==> src/sv/dcfp_pkg.sv <==
// ============================================================================
// dcfp_pkg - display command frame parser shared definitions
// Frame delimiters, command codes, status codes, register map and the
// structs that travel between the parser's modules.
// ============================================================================
package dcfp_pkg;

    localparam int unsigned PAYLOAD_HEAD_BYTES = 14;
    localparam int unsigned ADDR_W             = 3;
    localparam int unsigned COUNT_W            = 9;

    localparam logic [7:0]         STX           = 8'h7B;
    localparam logic [7:0]         ETX           = 8'h7D;
    localparam logic [COUNT_W-1:0] COUNT_MAX     = 9'd511;
    localparam logic [COUNT_W-1:0] MIN_FRAME_LEN = 9'd4;
    localparam logic [COUNT_W-1:0] CFG_MIN_RESET = 9'd4;
    localparam logic [COUNT_W-1:0] CFG_MAX_RESET = 9'd257;

    // register index, taken from paddr[2]
    localparam logic REG_MIN_FRAME = 1'b0;
    localparam logic REG_MAX_FRAME = 1'b1;

    typedef enum logic [1:0] {
        ST_OK          = 2'd0,
        ST_FRAME_ERR   = 2'd1,
        ST_UNSUPPORTED = 2'd2,
        ST_PARAM_ERR   = 2'd3
    } t_status;

    localparam logic [7:0] CMD_FILL_COLOR  = 8'h01;
    localparam logic [7:0] CMD_CTRL_02     = 8'h02;
    localparam logic [7:0] CMD_NOARG_31    = 8'h31;
    localparam logic [7:0] CMD_NOARG_32    = 8'h32;
    localparam logic [7:0] CMD_LINE_TEXT   = 8'h33;
    localparam logic [7:0] CMD_SCREEN_TEXT = 8'h34;
    localparam logic [7:0] CMD_NOARG_35    = 8'h35;
    localparam logic [7:0] CMD_BRIGHTNESS  = 8'h38;
    localparam logic [7:0] CMD_PERIPHERAL  = 8'h41;
    localparam logic [7:0] CMD_ROW_CLR_0   = 8'h42;
    localparam logic [7:0] CMD_ROW_CLR_1   = 8'h43;
    localparam logic [7:0] CMD_ROW_CLR_2   = 8'h44;
    localparam logic [7:0] CMD_ROW_CLR_3   = 8'h45;
    localparam logic [7:0] CMD_ROW_CLR_4   = 8'h46;
    localparam logic [7:0] CMD_NETWORK     = 8'h47;
    localparam logic [7:0] CMD_NOARG_48    = 8'h48;
    localparam logic [7:0] CMD_FONT        = 8'h49;
    localparam logic [7:0] CMD_ROW_CLR_ALL = 8'h50;

    localparam logic [7:0] ASCII_ZERO   = 8'h30;
    localparam logic [7:0] ASCII_ONE    = 8'h31;
    localparam logic [7:0] ASCII_TWO    = 8'h32;
    localparam logic [7:0] ASCII_FIVE   = 8'h35;
    localparam logic [7:0] ASCII_EIGHT  = 8'h38;
    localparam logic [7:0] BIN_COLOR_MAX = 8'h02;
    localparam logic [7:0] BIN_ROW_MAX   = 8'h05;
    localparam logic [7:0] FILL_MAX      = 8'd7;
    localparam logic [7:0] FONT_TYPE_MAX = 8'd3;
    localparam logic [7:0] FONT_SIZE_MAX = 8'd2;
    localparam logic [7:0] ROW_ALL_CODE  = 8'd5;
    localparam logic [7:0] NET_HEAD_LEN  = 8'd14;

    typedef struct packed {
        logic [COUNT_W-1:0] len;       // count including the current byte
        logic               start_ok;
        logic [7:0]         command;
        logic [7:0]         decl_len;
    } t_frame_info;

    typedef struct packed {
        t_status     status;
        logic [7:0]  command;
        logic [7:0]  param_a;
        logic [7:0]  param_b;
        logic [7:0]  param_c;
        logic [7:0]  text_count;
        logic [31:0] ip_address;
        logic [31:0] net_mask;
        logic [31:0] gateway;
        logic [15:0] port_number;
    } t_result;

    typedef struct packed {
        logic       ok;
        logic [7:0] val;
    } t_code;

    // ASCII '0'..'2' or binary 0..2
    function automatic t_code decode_color(input logic [7:0] b);
        t_code c;
        c.ok  = 1'b0;
        c.val = 8'd0;
        if (b >= ASCII_ZERO && b <= ASCII_TWO) begin
            c.ok  = 1'b1;
            c.val = b - ASCII_ZERO;
        end else if (b <= BIN_COLOR_MAX) begin
            c.ok  = 1'b1;
            c.val = b;
        end
        return c;
    endfunction

    // ASCII '1'..'5' or binary 1..5, both to row 0..4
    function automatic t_code decode_row(input logic [7:0] b);
        t_code c;
        c.ok  = 1'b0;
        c.val = 8'd0;
        if (b >= ASCII_ONE && b <= ASCII_FIVE) begin
            c.ok  = 1'b1;
            c.val = b - ASCII_ONE;
        end else if (b >= 8'd1 && b <= BIN_ROW_MAX) begin
            c.ok  = 1'b1;
            c.val = b - 8'd1;
        end
        return c;
    endfunction

endpackage

==> src/sv/dcfp_if.sv <==
// ============================================================================
// dcfp_if - parser stream interfaces
// Valid/ready channels for incoming frame bytes and for parse results.
// ============================================================================
interface dcfp_byte_if;
    logic       valid;
    logic       ready;
    logic [7:0] data_byte;
    logic       frame_end;

    modport source (output valid, output data_byte, output frame_end, input ready);
    modport sink   (input valid, input data_byte, input frame_end, output ready);
endinterface

interface dcfp_result_if;
    logic        valid;
    logic        ready;
    logic [1:0]  status;
    logic [7:0]  command;
    logic [7:0]  param_a;
    logic [7:0]  param_b;
    logic [7:0]  param_c;
    logic [7:0]  text_count;
    logic [31:0] ip_address;
    logic [31:0] net_mask;
    logic [31:0] gateway;
    logic [15:0] port_number;

    modport source (
        output valid, output status, output command, output param_a, output param_b,
        output param_c, output text_count, output ip_address, output net_mask,
        output gateway, output port_number, input ready
    );
    modport sink (
        input valid, input status, input command, input param_a, input param_b,
        input param_c, input text_count, input ip_address, input net_mask,
        input gateway, input port_number, output ready
    );
endinterface

==> src/sv/dcfp_cfg_regs.sv <==
// ============================================================================
// dcfp_cfg_regs - frame length limit registers
// APB-style write/read access to the minimum and maximum frame length.
// ============================================================================
module dcfp_cfg_regs (
    input  logic                                i_clk,
    input  logic                                i_rst_n,
    input  logic                                psel,
    input  logic                                penable,
    input  logic                                pwrite,
    input  logic [dcfp_pkg::ADDR_W-1:0]         paddr,
    input  logic [31:0]                         pwdata,
    output logic [31:0]                         prdata,
    output logic                                pready,
    output logic [dcfp_pkg::COUNT_W-1:0]        o_min_frame,
    output logic [dcfp_pkg::COUNT_W-1:0]        o_max_frame
);

    logic [dcfp_pkg::COUNT_W-1:0] r_min_frame;
    logic [dcfp_pkg::COUNT_W-1:0] r_max_frame;
    logic                         wr_en;
    logic                         reg_sel;

    assign pready  = 1'b1;
    assign wr_en   = psel && penable && pwrite;
    assign reg_sel = paddr[2];

    always_ff @(posedge i_clk) begin
        if (!i_rst_n) begin
            r_min_frame <= dcfp_pkg::CFG_MIN_RESET;
            r_max_frame <= dcfp_pkg::CFG_MAX_RESET;
        end else if (wr_en) begin
            if (reg_sel == dcfp_pkg::REG_MIN_FRAME) begin
                r_min_frame <= pwdata[dcfp_pkg::COUNT_W-1:0];
            end else begin
                r_max_frame <= pwdata[dcfp_pkg::COUNT_W-1:0];
            end
        end
    end

    always_comb begin
        if (reg_sel == dcfp_pkg::REG_MIN_FRAME) begin
            prdata = {{(32-dcfp_pkg::COUNT_W){1'b0}}, r_min_frame};
        end else begin
            prdata = {{(32-dcfp_pkg::COUNT_W){1'b0}}, r_max_frame};
        end
    end

    assign o_min_frame = r_min_frame;
    assign o_max_frame = r_max_frame;

endmodule

==> src/sv/dcfp_frame_track.sv <==
// ============================================================================
// dcfp_frame_track - per-frame byte tracking
// Counts frame bytes, captures start flag, command, length byte and the
// head of the parameter payload.
// ============================================================================
module dcfp_frame_track #(
    parameter int unsigned PAYLOAD_HEAD_BYTES = dcfp_pkg::PAYLOAD_HEAD_BYTES
) (
    input  logic                                  i_clk,
    input  logic                                  i_rst_n,
    input  logic                                  i_accept,
    input  logic [7:0]                            i_data_byte,
    input  logic                                  i_frame_end,
    output dcfp_pkg::t_frame_info                 o_info,
    output logic [PAYLOAD_HEAD_BYTES-1:0][7:0]    o_head
);

    localparam int unsigned IDX_W = $clog2(PAYLOAD_HEAD_BYTES);
    localparam logic [dcfp_pkg::COUNT_W-1:0] HEAD_BASE = 9'd3;

    logic [dcfp_pkg::COUNT_W-1:0]       r_count;
    logic [dcfp_pkg::COUNT_W-1:0]       n_count;
    logic                               r_start_ok;
    logic [7:0]                         r_command;
    logic [7:0]                         r_decl_len;
    logic [PAYLOAD_HEAD_BYTES-1:0][7:0] r_head;
    logic [dcfp_pkg::COUNT_W-1:0]       head_off;
    logic                               head_wr;

    assign n_count  = (r_count == dcfp_pkg::COUNT_MAX) ? r_count : r_count + 9'd1;
    assign head_off = r_count - HEAD_BASE;
    assign head_wr  = i_accept && (r_count >= HEAD_BASE)
                      && (head_off < dcfp_pkg::COUNT_W'(PAYLOAD_HEAD_BYTES));

    always_ff @(posedge i_clk) begin
        if (!i_rst_n) begin
            r_count    <= '0;
            r_start_ok <= 1'b0;
            r_command  <= '0;
            r_decl_len <= '0;
        end else if (i_accept) begin
            if (i_frame_end) begin
                // frame done: back to idle
                r_count    <= '0;
                r_start_ok <= 1'b0;
                r_command  <= '0;
                r_decl_len <= '0;
            end else begin
                r_count <= n_count;
                if (r_count == 9'd0) begin
                    r_start_ok <= (i_data_byte == dcfp_pkg::STX);
                end
                if (r_count == 9'd1) begin
                    r_command <= i_data_byte;
                end
                if (r_count == 9'd2) begin
                    r_decl_len <= i_data_byte;
                end
            end
        end
    end

    always_ff @(posedge i_clk) begin
        if (head_wr) begin
            r_head[head_off[IDX_W-1:0]] <= i_data_byte;
        end
    end

    assign o_info.len      = n_count;
    assign o_info.start_ok = r_start_ok;
    assign o_info.command  = r_command;
    assign o_info.decl_len = r_decl_len;
    assign o_head          = r_head;

endmodule

==> src/sv/dcfp_decode.sv <==
// ============================================================================
// dcfp_decode - frame check and command decode
// Checks framing on the last byte and applies each command's parameter
// rules to the captured payload head.
// ============================================================================
module dcfp_decode #(
    parameter int unsigned PAYLOAD_HEAD_BYTES = dcfp_pkg::PAYLOAD_HEAD_BYTES
) (
    input  dcfp_pkg::t_frame_info               i_info,
    input  logic [PAYLOAD_HEAD_BYTES-1:0][7:0]  i_head,
    input  logic [7:0]                          i_data_byte,
    input  logic [dcfp_pkg::COUNT_W-1:0]        i_min_frame,
    input  logic [dcfp_pkg::COUNT_W-1:0]        i_max_frame,
    output dcfp_pkg::t_result                   o_result
);

    logic              framed;
    logic [7:0]        d;
    logic [7:0]        p0;
    logic [7:0]        p1;
    logic [7:0]        p2;
    dcfp_pkg::t_code   color;
    dcfp_pkg::t_code   row;
    dcfp_pkg::t_result res;

    assign d     = i_info.decl_len;
    assign p0    = i_head[0];
    assign p1    = i_head[1];
    assign p2    = i_head[2];
    assign color = dcfp_pkg::decode_color(p0);
    assign row   = dcfp_pkg::decode_row(p1);

    assign framed = (i_info.len >= dcfp_pkg::MIN_FRAME_LEN)
                    && (i_info.len >= i_min_frame)
                    && (i_info.len <= i_max_frame)
                    && i_info.start_ok
                    && (i_data_byte == dcfp_pkg::ETX)
                    && ((i_info.len - dcfp_pkg::MIN_FRAME_LEN) == {1'b0, d});

    always_comb begin
        res         = '0;
        res.status  = dcfp_pkg::ST_OK;
        res.command = i_info.command;
        case (i_info.command)
            dcfp_pkg::CMD_NOARG_31, dcfp_pkg::CMD_NOARG_32,
            dcfp_pkg::CMD_NOARG_35, dcfp_pkg::CMD_NOARG_48: begin
                if (d != 8'd0) res.status = dcfp_pkg::ST_PARAM_ERR;
            end
            dcfp_pkg::CMD_LINE_TEXT: begin
                if (d < 8'd3 || !color.ok || !row.ok) begin
                    res.status = dcfp_pkg::ST_PARAM_ERR;
                end
                res.param_a    = color.val;
                res.param_b    = row.val;
                res.text_count = d - 8'd2;
            end
            dcfp_pkg::CMD_SCREEN_TEXT: begin
                if (d < 8'd4 || !color.ok) res.status = dcfp_pkg::ST_PARAM_ERR;
                res.param_a    = color.val;
                res.param_b    = p1;
                res.param_c    = p2;
                res.text_count = d - 8'd3;
            end
            dcfp_pkg::CMD_BRIGHTNESS: begin
                if (d != 8'd1) begin
                    res.status = dcfp_pkg::ST_PARAM_ERR;
                end else if (p0 == 8'd0 || p0 == dcfp_pkg::ASCII_ZERO) begin
                    res.param_a = 8'd0;
                end else if (p0 >= dcfp_pkg::ASCII_ONE && p0 <= dcfp_pkg::ASCII_EIGHT) begin
                    res.param_a = p0 - dcfp_pkg::ASCII_ZERO;
                end else begin
                    res.status = dcfp_pkg::ST_PARAM_ERR;
                end
            end
            dcfp_pkg::CMD_PERIPHERAL: begin
                if (d != 8'd1) res.status = dcfp_pkg::ST_PARAM_ERR;
                res.param_a = p0;
            end
            dcfp_pkg::CMD_ROW_CLR_0, dcfp_pkg::CMD_ROW_CLR_1, dcfp_pkg::CMD_ROW_CLR_2,
            dcfp_pkg::CMD_ROW_CLR_3, dcfp_pkg::CMD_ROW_CLR_4: begin
                if (d != 8'd0) res.status = dcfp_pkg::ST_PARAM_ERR;
                res.param_a = i_info.command - dcfp_pkg::CMD_ROW_CLR_0;
            end
            dcfp_pkg::CMD_ROW_CLR_ALL: begin
                if (d != 8'd0) res.status = dcfp_pkg::ST_PARAM_ERR;
                res.param_a = dcfp_pkg::ROW_ALL_CODE;
            end
            dcfp_pkg::CMD_NETWORK: begin
                if (d < dcfp_pkg::NET_HEAD_LEN) res.status = dcfp_pkg::ST_PARAM_ERR;
                res.ip_address  = {i_head[0], i_head[1], i_head[2], i_head[3]};
                res.net_mask    = {i_head[4], i_head[5], i_head[6], i_head[7]};
                res.gateway     = {i_head[8], i_head[9], i_head[10], i_head[11]};
                res.port_number = {i_head[12], i_head[13]};
            end
            dcfp_pkg::CMD_FONT: begin
                if (d != 8'd2 || p0 > dcfp_pkg::FONT_TYPE_MAX
                    || p1 > dcfp_pkg::FONT_SIZE_MAX) begin
                    res.status = dcfp_pkg::ST_PARAM_ERR;
                end
                res.param_a = p0;
                res.param_b = p1;
            end
            dcfp_pkg::CMD_FILL_COLOR: begin
                if (d != 8'd1 || p0 < 8'd1 || p0 > dcfp_pkg::FILL_MAX) begin
                    res.status = dcfp_pkg::ST_PARAM_ERR;
                end
                res.param_a = p0;
            end
            dcfp_pkg::CMD_CTRL_02: begin
                if (d != 8'd1) res.status = dcfp_pkg::ST_PARAM_ERR;
            end
            default: begin
                res.status = dcfp_pkg::ST_UNSUPPORTED;
            end
        endcase

        o_result = '0;
        if (!framed) begin
            o_result.status = dcfp_pkg::ST_FRAME_ERR;
        end else if (res.status != dcfp_pkg::ST_OK) begin
            // drop decoded fields on any parameter or command error
            o_result.status  = res.status;
            o_result.command = res.command;
        end else begin
            o_result = res;
        end
    end

endmodule

==> src/sv/display_command_frame_parser.sv <==
// ============================================================================
// display_command_frame_parser - display command frame parser top level
// Byte-stream frame checker and command decoder with an output register.
// ============================================================================
// Takes one frame byte per clock on i_frame, with frame_end set on the last
// byte of each frame. Bytes that are not the last one produce no result; the
// last byte is checked and decoded in the same cycle it is transferred and
// its result appears in the output register on the next cycle, so a new frame
// may start right behind it. Input ready drops only while a result sits in
// the output register and the sink does not take it. The frame length
// limits are written through the APB port (minimum at 0x0, maximum at 0x4)
// and should only change between frames.
module display_command_frame_parser #(
    parameter int unsigned PAYLOAD_HEAD_BYTES = dcfp_pkg::PAYLOAD_HEAD_BYTES
) (
    input  logic                          i_clk,
    input  logic                          i_rst_n,
    dcfp_byte_if.sink                     i_frame,
    dcfp_result_if.source                 o_result,
    input  logic                          psel,
    input  logic                          penable,
    input  logic                          pwrite,
    input  logic [dcfp_pkg::ADDR_W-1:0]   paddr,
    input  logic [31:0]                   pwdata,
    output logic [31:0]                   prdata,
    output logic                          pready
);

    logic [dcfp_pkg::COUNT_W-1:0]       min_frame;
    logic [dcfp_pkg::COUNT_W-1:0]       max_frame;
    dcfp_pkg::t_frame_info              info;
    logic [PAYLOAD_HEAD_BYTES-1:0][7:0] head;
    dcfp_pkg::t_result                  dec_res;
    dcfp_pkg::t_result                  r_res;
    logic                               r_out_valid;
    logic                               in_fire;
    logic                               last_fire;

    assign i_frame.ready = !r_out_valid || o_result.ready;
    assign in_fire       = i_frame.valid && i_frame.ready;
    assign last_fire     = in_fire && i_frame.frame_end;

    dcfp_cfg_regs u_cfg (
        .i_clk       (i_clk),
        .i_rst_n     (i_rst_n),
        .psel        (psel),
        .penable     (penable),
        .pwrite      (pwrite),
        .paddr       (paddr),
        .pwdata      (pwdata),
        .prdata      (prdata),
        .pready      (pready),
        .o_min_frame (min_frame),
        .o_max_frame (max_frame)
    );

    dcfp_frame_track #(
        .PAYLOAD_HEAD_BYTES (PAYLOAD_HEAD_BYTES)
    ) u_track (
        .i_clk       (i_clk),
        .i_rst_n     (i_rst_n),
        .i_accept    (in_fire),
        .i_data_byte (i_frame.data_byte),
        .i_frame_end (i_frame.frame_end),
        .o_info      (info),
        .o_head      (head)
    );

    dcfp_decode #(
        .PAYLOAD_HEAD_BYTES (PAYLOAD_HEAD_BYTES)
    ) u_decode (
        .i_info      (info),
        .i_head      (head),
        .i_data_byte (i_frame.data_byte),
        .i_min_frame (min_frame),
        .i_max_frame (max_frame),
        .o_result    (dec_res)
    );

    always_ff @(posedge i_clk) begin
        if (!i_rst_n) begin
            r_out_valid <= 1'b0;
        end else if (last_fire) begin
            r_out_valid <= 1'b1;
        end else if (o_result.ready) begin
            r_out_valid <= 1'b0;
        end
    end

    always_ff @(posedge i_clk) begin
        if (last_fire) begin
            r_res <= dec_res;
        end
    end

    assign o_result.valid       = r_out_valid;
    assign o_result.status      = r_res.status;
    assign o_result.command     = r_res.command;
    assign o_result.param_a     = r_res.param_a;
    assign o_result.param_b     = r_res.param_b;
    assign o_result.param_c     = r_res.param_c;
    assign o_result.text_count  = r_res.text_count;
    assign o_result.ip_address  = r_res.ip_address;
    assign o_result.net_mask    = r_res.net_mask;
    assign o_result.gateway     = r_res.gateway;
    assign o_result.port_number = r_res.port_number;

    a_last_gives_result: assert property (@(posedge i_clk) disable iff (!i_rst_n)
        last_fire |=> o_result.valid)
        else $error("last byte transfer produced no result");

    a_taken_clears: assert property (@(posedge i_clk) disable iff (!i_rst_n)
        (o_result.valid && o_result.ready && !last_fire) |=> !o_result.valid)
        else $error("result repeated after transfer");

    a_error_zero_fields: assert property (@(posedge i_clk) disable iff (!i_rst_n)
        (o_result.valid && o_result.status != dcfp_pkg::ST_OK) |->
        (o_result.param_a == 8'd0 && o_result.param_b == 8'd0
         && o_result.param_c == 8'd0 && o_result.text_count == 8'd0
         && o_result.ip_address == 32'd0 && o_result.port_number == 16'd0))
        else $error("error result carries decoded fields");

    a_frame_err_no_cmd: assert property (@(posedge i_clk) disable iff (!i_rst_n)
        (o_result.valid && o_result.status == dcfp_pkg::ST_FRAME_ERR) |->
        (o_result.command == 8'd0))
        else $error("frame error reports a command");

endmodule

==> src/flat_wrapper.sv <==
// flat-port wrapper written by rule: the top's interface ports become plain ports
module display_command_frame_parser_flat 
#(
    parameter int unsigned PAYLOAD_HEAD_BYTES = dcfp_pkg::PAYLOAD_HEAD_BYTES
)
  (i_clk, i_rst_n, psel, penable, pwrite, paddr, pwdata, prdata, pready, i_frame_valid, i_frame_data_byte, i_frame_frame_end, i_frame_ready, o_result_valid, o_result_status, o_result_command, o_result_param_a, o_result_param_b, o_result_param_c, o_result_text_count, o_result_ip_address, o_result_net_mask, o_result_gateway, o_result_port_number, o_result_ready);
  dcfp_byte_if i_frame_i ();
  dcfp_result_if o_result_i ();
  input  logic i_clk;
  input  logic i_rst_n;
  input  logic psel;
  input  logic penable;
  input  logic pwrite;
  input  logic [dcfp_pkg::ADDR_W-1:0] paddr;
  input  logic [31:0] pwdata;
  output logic [31:0] prdata;
  output logic pready;
  input wire logic [$bits(i_frame_i.valid)-1:0] i_frame_valid;
  input wire logic [$bits(i_frame_i.data_byte)-1:0] i_frame_data_byte;
  input wire logic [$bits(i_frame_i.frame_end)-1:0] i_frame_frame_end;
  output wire logic [$bits(i_frame_i.ready)-1:0] i_frame_ready;
  output wire logic [$bits(o_result_i.valid)-1:0] o_result_valid;
  output wire logic [$bits(o_result_i.status)-1:0] o_result_status;
  output wire logic [$bits(o_result_i.command)-1:0] o_result_command;
  output wire logic [$bits(o_result_i.param_a)-1:0] o_result_param_a;
  output wire logic [$bits(o_result_i.param_b)-1:0] o_result_param_b;
  output wire logic [$bits(o_result_i.param_c)-1:0] o_result_param_c;
  output wire logic [$bits(o_result_i.text_count)-1:0] o_result_text_count;
  output wire logic [$bits(o_result_i.ip_address)-1:0] o_result_ip_address;
  output wire logic [$bits(o_result_i.net_mask)-1:0] o_result_net_mask;
  output wire logic [$bits(o_result_i.gateway)-1:0] o_result_gateway;
  output wire logic [$bits(o_result_i.port_number)-1:0] o_result_port_number;
  input wire logic [$bits(o_result_i.ready)-1:0] o_result_ready;
  assign i_frame_i.valid = i_frame_valid;
  assign i_frame_i.data_byte = i_frame_data_byte;
  assign i_frame_i.frame_end = i_frame_frame_end;
  assign i_frame_ready = i_frame_i.ready;
  assign o_result_valid = o_result_i.valid;
  assign o_result_status = o_result_i.status;
  assign o_result_command = o_result_i.command;
  assign o_result_param_a = o_result_i.param_a;
  assign o_result_param_b = o_result_i.param_b;
  assign o_result_param_c = o_result_i.param_c;
  assign o_result_text_count = o_result_i.text_count;
  assign o_result_ip_address = o_result_i.ip_address;
  assign o_result_net_mask = o_result_i.net_mask;
  assign o_result_gateway = o_result_i.gateway;
  assign o_result_port_number = o_result_i.port_number;
  assign o_result_i.ready = o_result_ready;
  display_command_frame_parser #(.PAYLOAD_HEAD_BYTES(PAYLOAD_HEAD_BYTES)) u_core (.i_clk(i_clk), .i_rst_n(i_rst_n), .i_frame(i_frame_i), .o_result(o_result_i), .psel(psel), .penable(penable), .pwrite(pwrite), .paddr(paddr), .pwdata(pwdata), .prdata(prdata), .pready(pready));
endmodule
==> config.mk <==
export PLATFORM = sky130hd
export DESIGN_NAME = display_command_frame_parser_flat
export DESIGN_NICKNAME = d
export VERILOG_FILES = /design/src/sv/dcfp_pkg.sv /design/src/sv/dcfp_if.sv /design/src/sv/dcfp_cfg_regs.sv /design/src/sv/dcfp_frame_track.sv /design/src/sv/dcfp_decode.sv /design/src/sv/display_command_frame_parser.sv /design/src/flat_wrapper.sv
export SDC_FILE = /design/constraint.sdc
export NUM_CORES = 1
export LEC_CHECK = 0
export BUFFER_PORTS_ARGS = -buffer_cell sky130_fd_sc_hd__buf_2
export CORE_MARGIN = 10
export CORE_UTILIZATION = 40
export DETAILED_ROUTE_END_ITERATION = 6
export HOLD_SLACK_MARGIN = 0.08
export REMOVE_ABC_BUFFERS = 1
export SYNTH_ARGS = -nofsm -noshare
export SYNTH_HDL_FRONTEND = slang
export SYNTH_SLANG_ARGS = --single-unit
==> constraint.sdc <==
create_clock -name i_clk -period 5.45 [get_ports i_clk]
set_clock_uncertainty 0.15 [all_clocks]
set_input_delay 0.545 -clock i_clk [delete_from_list [all_inputs] [get_ports i_clk]]
set_output_delay 0.545 -clock i_clk [all_outputs]
set_load 0.01 [all_outputs]
==> results of run 1 <==
-- cell type report --
cell class | count | area share
multi-input combinational | 708 | 0.303
clock buffer | 47 | 0.0549
tap | 468 | 0.0345
inverter | 36 | 0.00826
clock inverter | 16 | 0.00812
sequential | 311 | 0.524
timing repair buffer | 212 | 0.0669
-- sequential cells by signal, indices dropped and copies added, names as in the netlist, 9 cells and up --
| name | flops |
|---|---|
| u_core.u_track.o_head | 112 |
| u_core.o_result.ip_address | 32 |
| u_core.u_track.r_count | 9 |
| u_core.u_cfg.o_min_frame | 9 |
| u_core.o_result.net_mask | 32 |
| u_core.o_result.port_number | 16 |
| u_core.o_result.gateway | 32 |
| u_core.u_cfg.o_max_frame | 9 |
-- Yosys cell counts (3+ instances only) --
master     instances
a31oi_1            5
nor4b_4           22
nand3_1           26
buf_6              8
nand2_1           76
a21boi_0          30
o21ai_0           31
or4_1              4
dfxtp_1           45
xnor2_1           10
inv_1             35
nand2b_1          11
and4_1           114
xor2_1             4
buf_2              6
nand4_1            9
and4b_1           11
a211oi_1           5
and3_1            13
o2111ai_1          3
buf_4             33
or3_1              6
a22oi_1           24
nor3_1            20
nor2b_1           26
nor4_1            19
a31o_2             3
a21o_1             7
nor4b_1            3
nand3b_1           4
edfxtp_1         266
o41ai_1            3
nor2_1            59
and2_1            16
o211ai_1           3
ha_1              33
clkbuf_1          63
a21oi_1           42
-- worst paths after layout --
| path | start | to | slack, ns | cells past startpoint |
|---|---|---|---|---|
| worst max-delay path | u_core.u_track.r_count[2]$_SDFFE_PN0P_ | u_core.o_result.port_number[9]$_SDFFCE_PP0P_ | 0.77 | 13 |
| worst min-delay path | pwdata[3] | u_core.u_cfg.o_min_frame[3]$_SDFFE_PN0P_ | 0.11 | 3 |
| worst max register to register | u_core.u_track.r_count[2]$_SDFFE_PN0P_ | u_core.o_result.port_number[9]$_SDFFCE_PP0P_ | 0.77 | 13 |
| worst min register to register | u_core.u_cfg.o_min_frame[5]$_SDFFE_PN0P_ | u_core.u_cfg.o_min_frame[5]$_SDFFE_PN0P_ | 0.31 | 2 |
-- worst register-to-register path: cells and delay by family (launching register included) --
family | cells | cell delay [ns]
AOI/OAI and AO/OA | 2 | 0.78
xor gates and xnor gates | 1 | 0.47
adders and majority gates | 1 | 0.20
buffers and inverters | 2 | 0.61
DFF | 1 | 0.48
and+or+nand+nor | 7 | 1.83
-- kinds of logic after synthesis --
logic type	share of synthesized area
compound gates	0.0798
xor+xnor	0.00988
mux	0.00443
fa+ha+maj	0.0288
buf+inv	0.0506
flops	0.605
simple gates	0.221
other cells	0.000511
-- per-stage QoR --
| stage | hold WS (ns) | total power, mW | TNS, ns | utilization | area, µm² |
|---|---|---|---|---|---|
| after global placement | 0.301 | 2.93 | 0 | 0.436 | 15900 |
| final | 0.112 | 5.09 | 0 | 0.465 | 17000 |
| after global routing | 0.112 | 5.28 | 0 | 0.465 | 17000 |
| after floorplan | 0.291 | 2.81 | -175.66 | - | 14200 |
| after detailed placement | 0.309 | 2.94 | 0 | 0.436 | 15900 |
| after CTS | 0.0872 | 5.15 | 0 | 0.465 | 17000 |
-- what timing repair did --
action	CTS	global route
setup endpoints to repair	0	0
endpoints found under the hold margin	2	0
hold buffers	2	0
-- routing by layer --
layer  vias to the layer above  share of wire  wire [µm]  track usage
met1                      4738           0.45      16600        0.216
li1                       4662              -          -            -
met4                         0          0.016        574       0.0464
met2                       320           0.46      17000        0.256
met5                         -              0          0            0
met3                        38          0.068       2510       0.0364
-- power by group through the flow --
| stage | logic (mW) | clock network (mW) | registers, mW |
|---|---|---|---|
| floorplan | 0.0737 | 0 | 2.74 |
| global placement | 0.227 | 0 | 2.71 |
| detailed placement | 0.230 | 0 | 2.71 |
| CTS | 0.232 | 2.27 | 2.66 |
| global route | 0.249 | 2.37 | 2.66 |
| finish | 0.227 | 2.20 | 2.66 |
==> results.tsv, run 1 <==
metric	value	unit
initial DRC count	733	
layout cells sized above 1	0.222	
status	finished, final reports clean	
Internal	3.96	mW
Final Hold Viols	0	
CTS root buf	clkbuf_16	
leakage power	6.33	nW
cell taking the most area after synthesis	edfxtp_1	
CTS Buffer Depth	3	
vias in the first global route	9425	
Distinct cells, synth	74	
Post-Syn Area	14700	µm²
Reg clk slew, reported paths	0.06	ns
Area growth syn-to-layout	15.5	%
Crit path largest cell delay	0.48	ns
full die area	44800	µm²
area of the multi-input gates	5140	µm²
Area contributors post-synth	edfxtp_1, and4_1, dfxtp_1	
largest net degree at the start of global routing	132	
RSZ-0062 raised after global routing	no	
most frequent cells in the layout	edfxtp_1, buf_2, and4_1, nand2_1, nor2_1	
clock network fraction of design power	0.433	
Final Non-Filler Cells	1798	
Top FF cell, synth	edfxtp_1	
Max Clock Freq	214	MHz
worst-skew pair later-pin latency	0.54	ns
synth warn	0	
first-pass GRT wire length	56.5	mm
wire per inst	20.4	µm
CP Class	reg2reg	
GPL Wtd Cong	0.892	
ANT cells	0	
Final ANT Viol Nets	0	
Top Family by Delay on Critical Path	simple AND/OR/NAND/NOR gates	
io pins	240	
setup violators final	0	
Crit-path slowest cell	dfxtp_1	
Least-Margin Pin Slew	1.19	ns
dpl hpwl	24.0	mm
post-CTS setup buffer count	0	
commonest non-fill, non-tap cell in the layout	edfxtp_1	
cts bufs inserted	35	
fin nets	1388	
Hold WC Path Type	in2reg	
post-CTS sizing	0	
combinational share of power	0.045	
placed cells	1733	
Vias/cell	5.43	
Via Count	9758	
setup ws final	0.770	ns
TritonCTS clock tree	built	
CP cell instances	buf_4 > nand4_1 > a311o_1 > xnor2_1 > ha_1 > and4_1 > nand3_1 > o32a_1 > nor4_1 > nand4_1 > nor4_4 > buf_12 > and4_1	
final wirelength	36.7	mm
WP buf/inv	2	
maximum vdd drop	216	µV
Post-synth EDFFs	266	
FILL cells	3283	
max-cap violation count	0	
Slew Limit Fails	0	
Slew HR	0.205	
Sequential Power Share	0.522	
Post-Synthesis Cells	1144	
CP endpoint kind	flop	
die width	212	µm
initial antenna violation count	0	
startpoint class of the critical path	flop	
gr usage total	0.161	
Seq/Total Area, Yosys	0.605	
area of the core	36400	µm²
FFs w/ async S/R, synth	0	
H-tree depth	2	
# DRC	0	
Pre-antenna DRT Iters	7	
PwrDens	300	nW/µm²
top-area cell type share of the netlist area	0.544	
Critical Path AT	4.93	ns
synthesized area per cell	12.8	µm²
minimum clock period	4.68	ns
Setup WS pre-CTS	0.725	ns
Max FO, Critical Path	119	
FP Rows	70	
Reg area	8890	µm²
final period utilization	0.859	
Switching Share	0.221	
CTS Sinks	311	
synthesized flop and latch total	311	
net switching power figure	1.12	mW
I/O Buffers	190	
initial cell density of the core	0.403	
die height	212	µm
Required @ worst endpoint	5.70	ns
total grt overflow	0	
Note: power is estimated with default switching activity, not from simulation.
==> run 2: changes to the inputs <==
--- a/config.mk
+++ b/config.mk
@@ -7,7 +7,7 @@
 export LEC_CHECK = 0
 export BUFFER_PORTS_ARGS = -buffer_cell sky130_fd_sc_hd__buf_2
 export CORE_MARGIN = 10
-export CORE_UTILIZATION = 40
+export CORE_UTILIZATION = 30
 export DETAILED_ROUTE_END_ITERATION = 6
 export HOLD_SLACK_MARGIN = 0.08
 export REMOVE_ABC_BUFFERS = 1
==> results.tsv, run 2 (same netlist as run 1, synthesis figures left out) <==
metric	value	unit	change
worst-skew pair later-pin latency	0.55	ns	about the same
Reg clk slew, reported paths	0.06	ns	about the same
area of the core	48600	µm²	+34%
io pins	240		unchanged
vias in the first global route	9585		+1.7%
PwrDens	302	nW/µm²	+0.64%
startpoint class of the critical path	flop		
placed inst area	16200	µm²	+2.0%
CP dominant cell by count	buf_4		
max reg flops	112		unchanged
# hold bufs at CTS	4		+2
H-tree depth	2		unchanged
Switching Share	0.225		+0.00447
Crit path largest cell delay	0.56	ns	+0.08 ns
Slew Limit Fails	0		unchanged
Final Non-Filler Cells	1968		+9.5%
combinational share of power	0.044		about the same
Required @ worst endpoint	5.70	ns	about the same
Hold Crit Start	pwdata[8]		
GPL Wtd Cong	0.876		-1.8%
placed cells	1897		+9.5%
CTS Sinks	311		unchanged
worst setup path start	u_core.u_track.r_count[3]$_SDFFE_PN0P_		
first-pass GRT wire length	57.7	mm	+2.2%
RR Startpoint	u_core.u_track.r_count[3]$_SDFFE_PN0P_		
CP Class	reg2reg		
post-layout util	0.357		-0.108
fin nets	1402		+1.0%
TritonCTS clock tree	built		
setup ws final	0.874	ns	+0.104 ns
CP cell instances	and3_1 > and3_4 > mux2i_4 > inv_1 > ha_1 > and4_1 > nand3_1 > o32a_1 > nor4_1 > nand4_1 > nor4_4 > buf_4 > buf_4 > and4b_1		
Least-Margin Pin Slew	1.08	ns	-0.113 ns
Max FO, Critical Path	17		-86%
post-CTS sizing	0		unchanged
CP endpoint kind	flop		
ANT cells	0		unchanged
cts bufs inserted	37		+5.7%
most frequent cells in the layout	edfxtp_1, buf_2, and4_1, nand2_1, nor2_1		
Slew HR	0.280		+0.0756
total grt overflow	0		unchanged
setup violators final	0		unchanged
wire per inst	19.2	µm	-5.9%
Via Count	9819		+0.63%
minimum clock period	4.58	ns	-0.104 ns
final std cell area, no fill	17400	µm²	+2.5%
FP Rows	81		+16%
commonest non-fill, non-tap cell in the layout	edfxtp_1		
Critical Path AT	4.82	ns	-0.11 ns
FILL cells	4749		+45%
initial antenna violation count	2		+2
WP buf/inv	3		+1
layout cells sized above 1	0.235		+0.0130
status	finished, final reports clean		
maximum vdd drop	184	µV	-15%
Sequential Power Share	0.507		-0.015
Area growth syn-to-layout	18.3	%	
Internal	4.06	mW	+2.5%
RSZ-0062 raised after global routing	no		
Crit-path slowest cell	dfxtp_1		
leakage power	6.46	nW	+1.9%
clock network fraction of design power	0.449		+0.016
post-CTS setup buffer count	0		unchanged
Pre-antenna DRT Iters	6		-1
largest net degree at the start of global routing	132		unchanged
I/O Buffers	190		unchanged
Final ANT Viol Nets	0		unchanged
full die area	58200	µm²	+30%
Hold WC Path Type	in2reg		
die width	241	µm	+14%
Final Hold Viols	0		unchanged
max-cap violation count	0		unchanged
initial cell density of the core	0.302		-0.101
dpl hpwl	25.8	mm	+7.8%
net switching power figure	1.18	mW	+5.2%
Setup WS pre-CTS	0.920	ns	+0.194 ns
Max Clock Freq	219	MHz	+2.3%
final period utilization	0.840		-0.0191
Top Family by Delay on Critical Path	simple AND/OR/NAND/NOR gates		
CTS root buf	clkbuf_16		
Final Hold Slack	0.120	ns	+0.00809 ns
initial DRC count	858		+17%
Vias/cell	4.99		-8.1%
gr usage total	0.127		-0.0339
final wirelength	37.8	mm	+3.0%
CTS Buffer Depth	3		unchanged
die height	241	µm	+14%
# DRC	0		unchanged
-- run 2: worst paths after layout --
check                                              to  cells past startpoint  slack (ns)
max          u_core.o_result.param_c[3]$_SDFFCE_PP0P_                     14        0.87
min          u_core.u_cfg.o_max_frame[8]$_SDFFE_PN1P_                      3        0.12
max reg2reg  u_core.o_result.param_c[3]$_SDFFCE_PP0P_                     14        0.87
min reg2reg  u_core.u_cfg.o_min_frame[4]$_SDFFE_PN0P_                      2        0.31
-- run 2: power groups by stage --
stage,clock network [mW],logic (mW),registers [mW]
after floorplan,0,0.0737,2.74
after global placement,0,0.234,2.71
after detailed placement,0,0.236,2.71
after CTS,2.42,0.238,2.66
after global routing,2.53,0.255,2.66
final,2.35,0.233,2.66
-- run 2: routing by layer --
metal  routed length (µm)  up-vias  GRT usage
met3                 2830       36     0.0320
li1                     -     4699          -
met2                17900      303      0.208
met4                  537        2     0.0301
met1                16500     4779      0.166
met5                   13        -          0
-- run 2: final cells by class --
cell class	instances	area [µm²]	area share
Tap cell	622	778	0.0448
Sequential cell	311	8890	0.512
Timing Repair Buffer	224	1270	0.0729
Clock inverter	26	215	0.0124
Multi-Input combinational cell	708	5140	0.296
Clock buffer	41	941	0.0542
Inverter	36	140	0.00807
-- run 2: per-stage QoR --
| stage | power, mW | TNS (ns) |
|---|---|---|
| after global routing | 5.45 | 0 |
| after floorplan | 2.81 | -175.66 |
| after global placement | 2.94 | 0 |
| after detailed placement | 2.94 | 0 |
| after CTS | 5.32 | 0 |
| final | 5.24 | 0 |
-- run 2: worst min-delay path: stages --
cell and delay, ns:
buf_2 0.08, nand2_1 0.05, o211ai_1 0.09
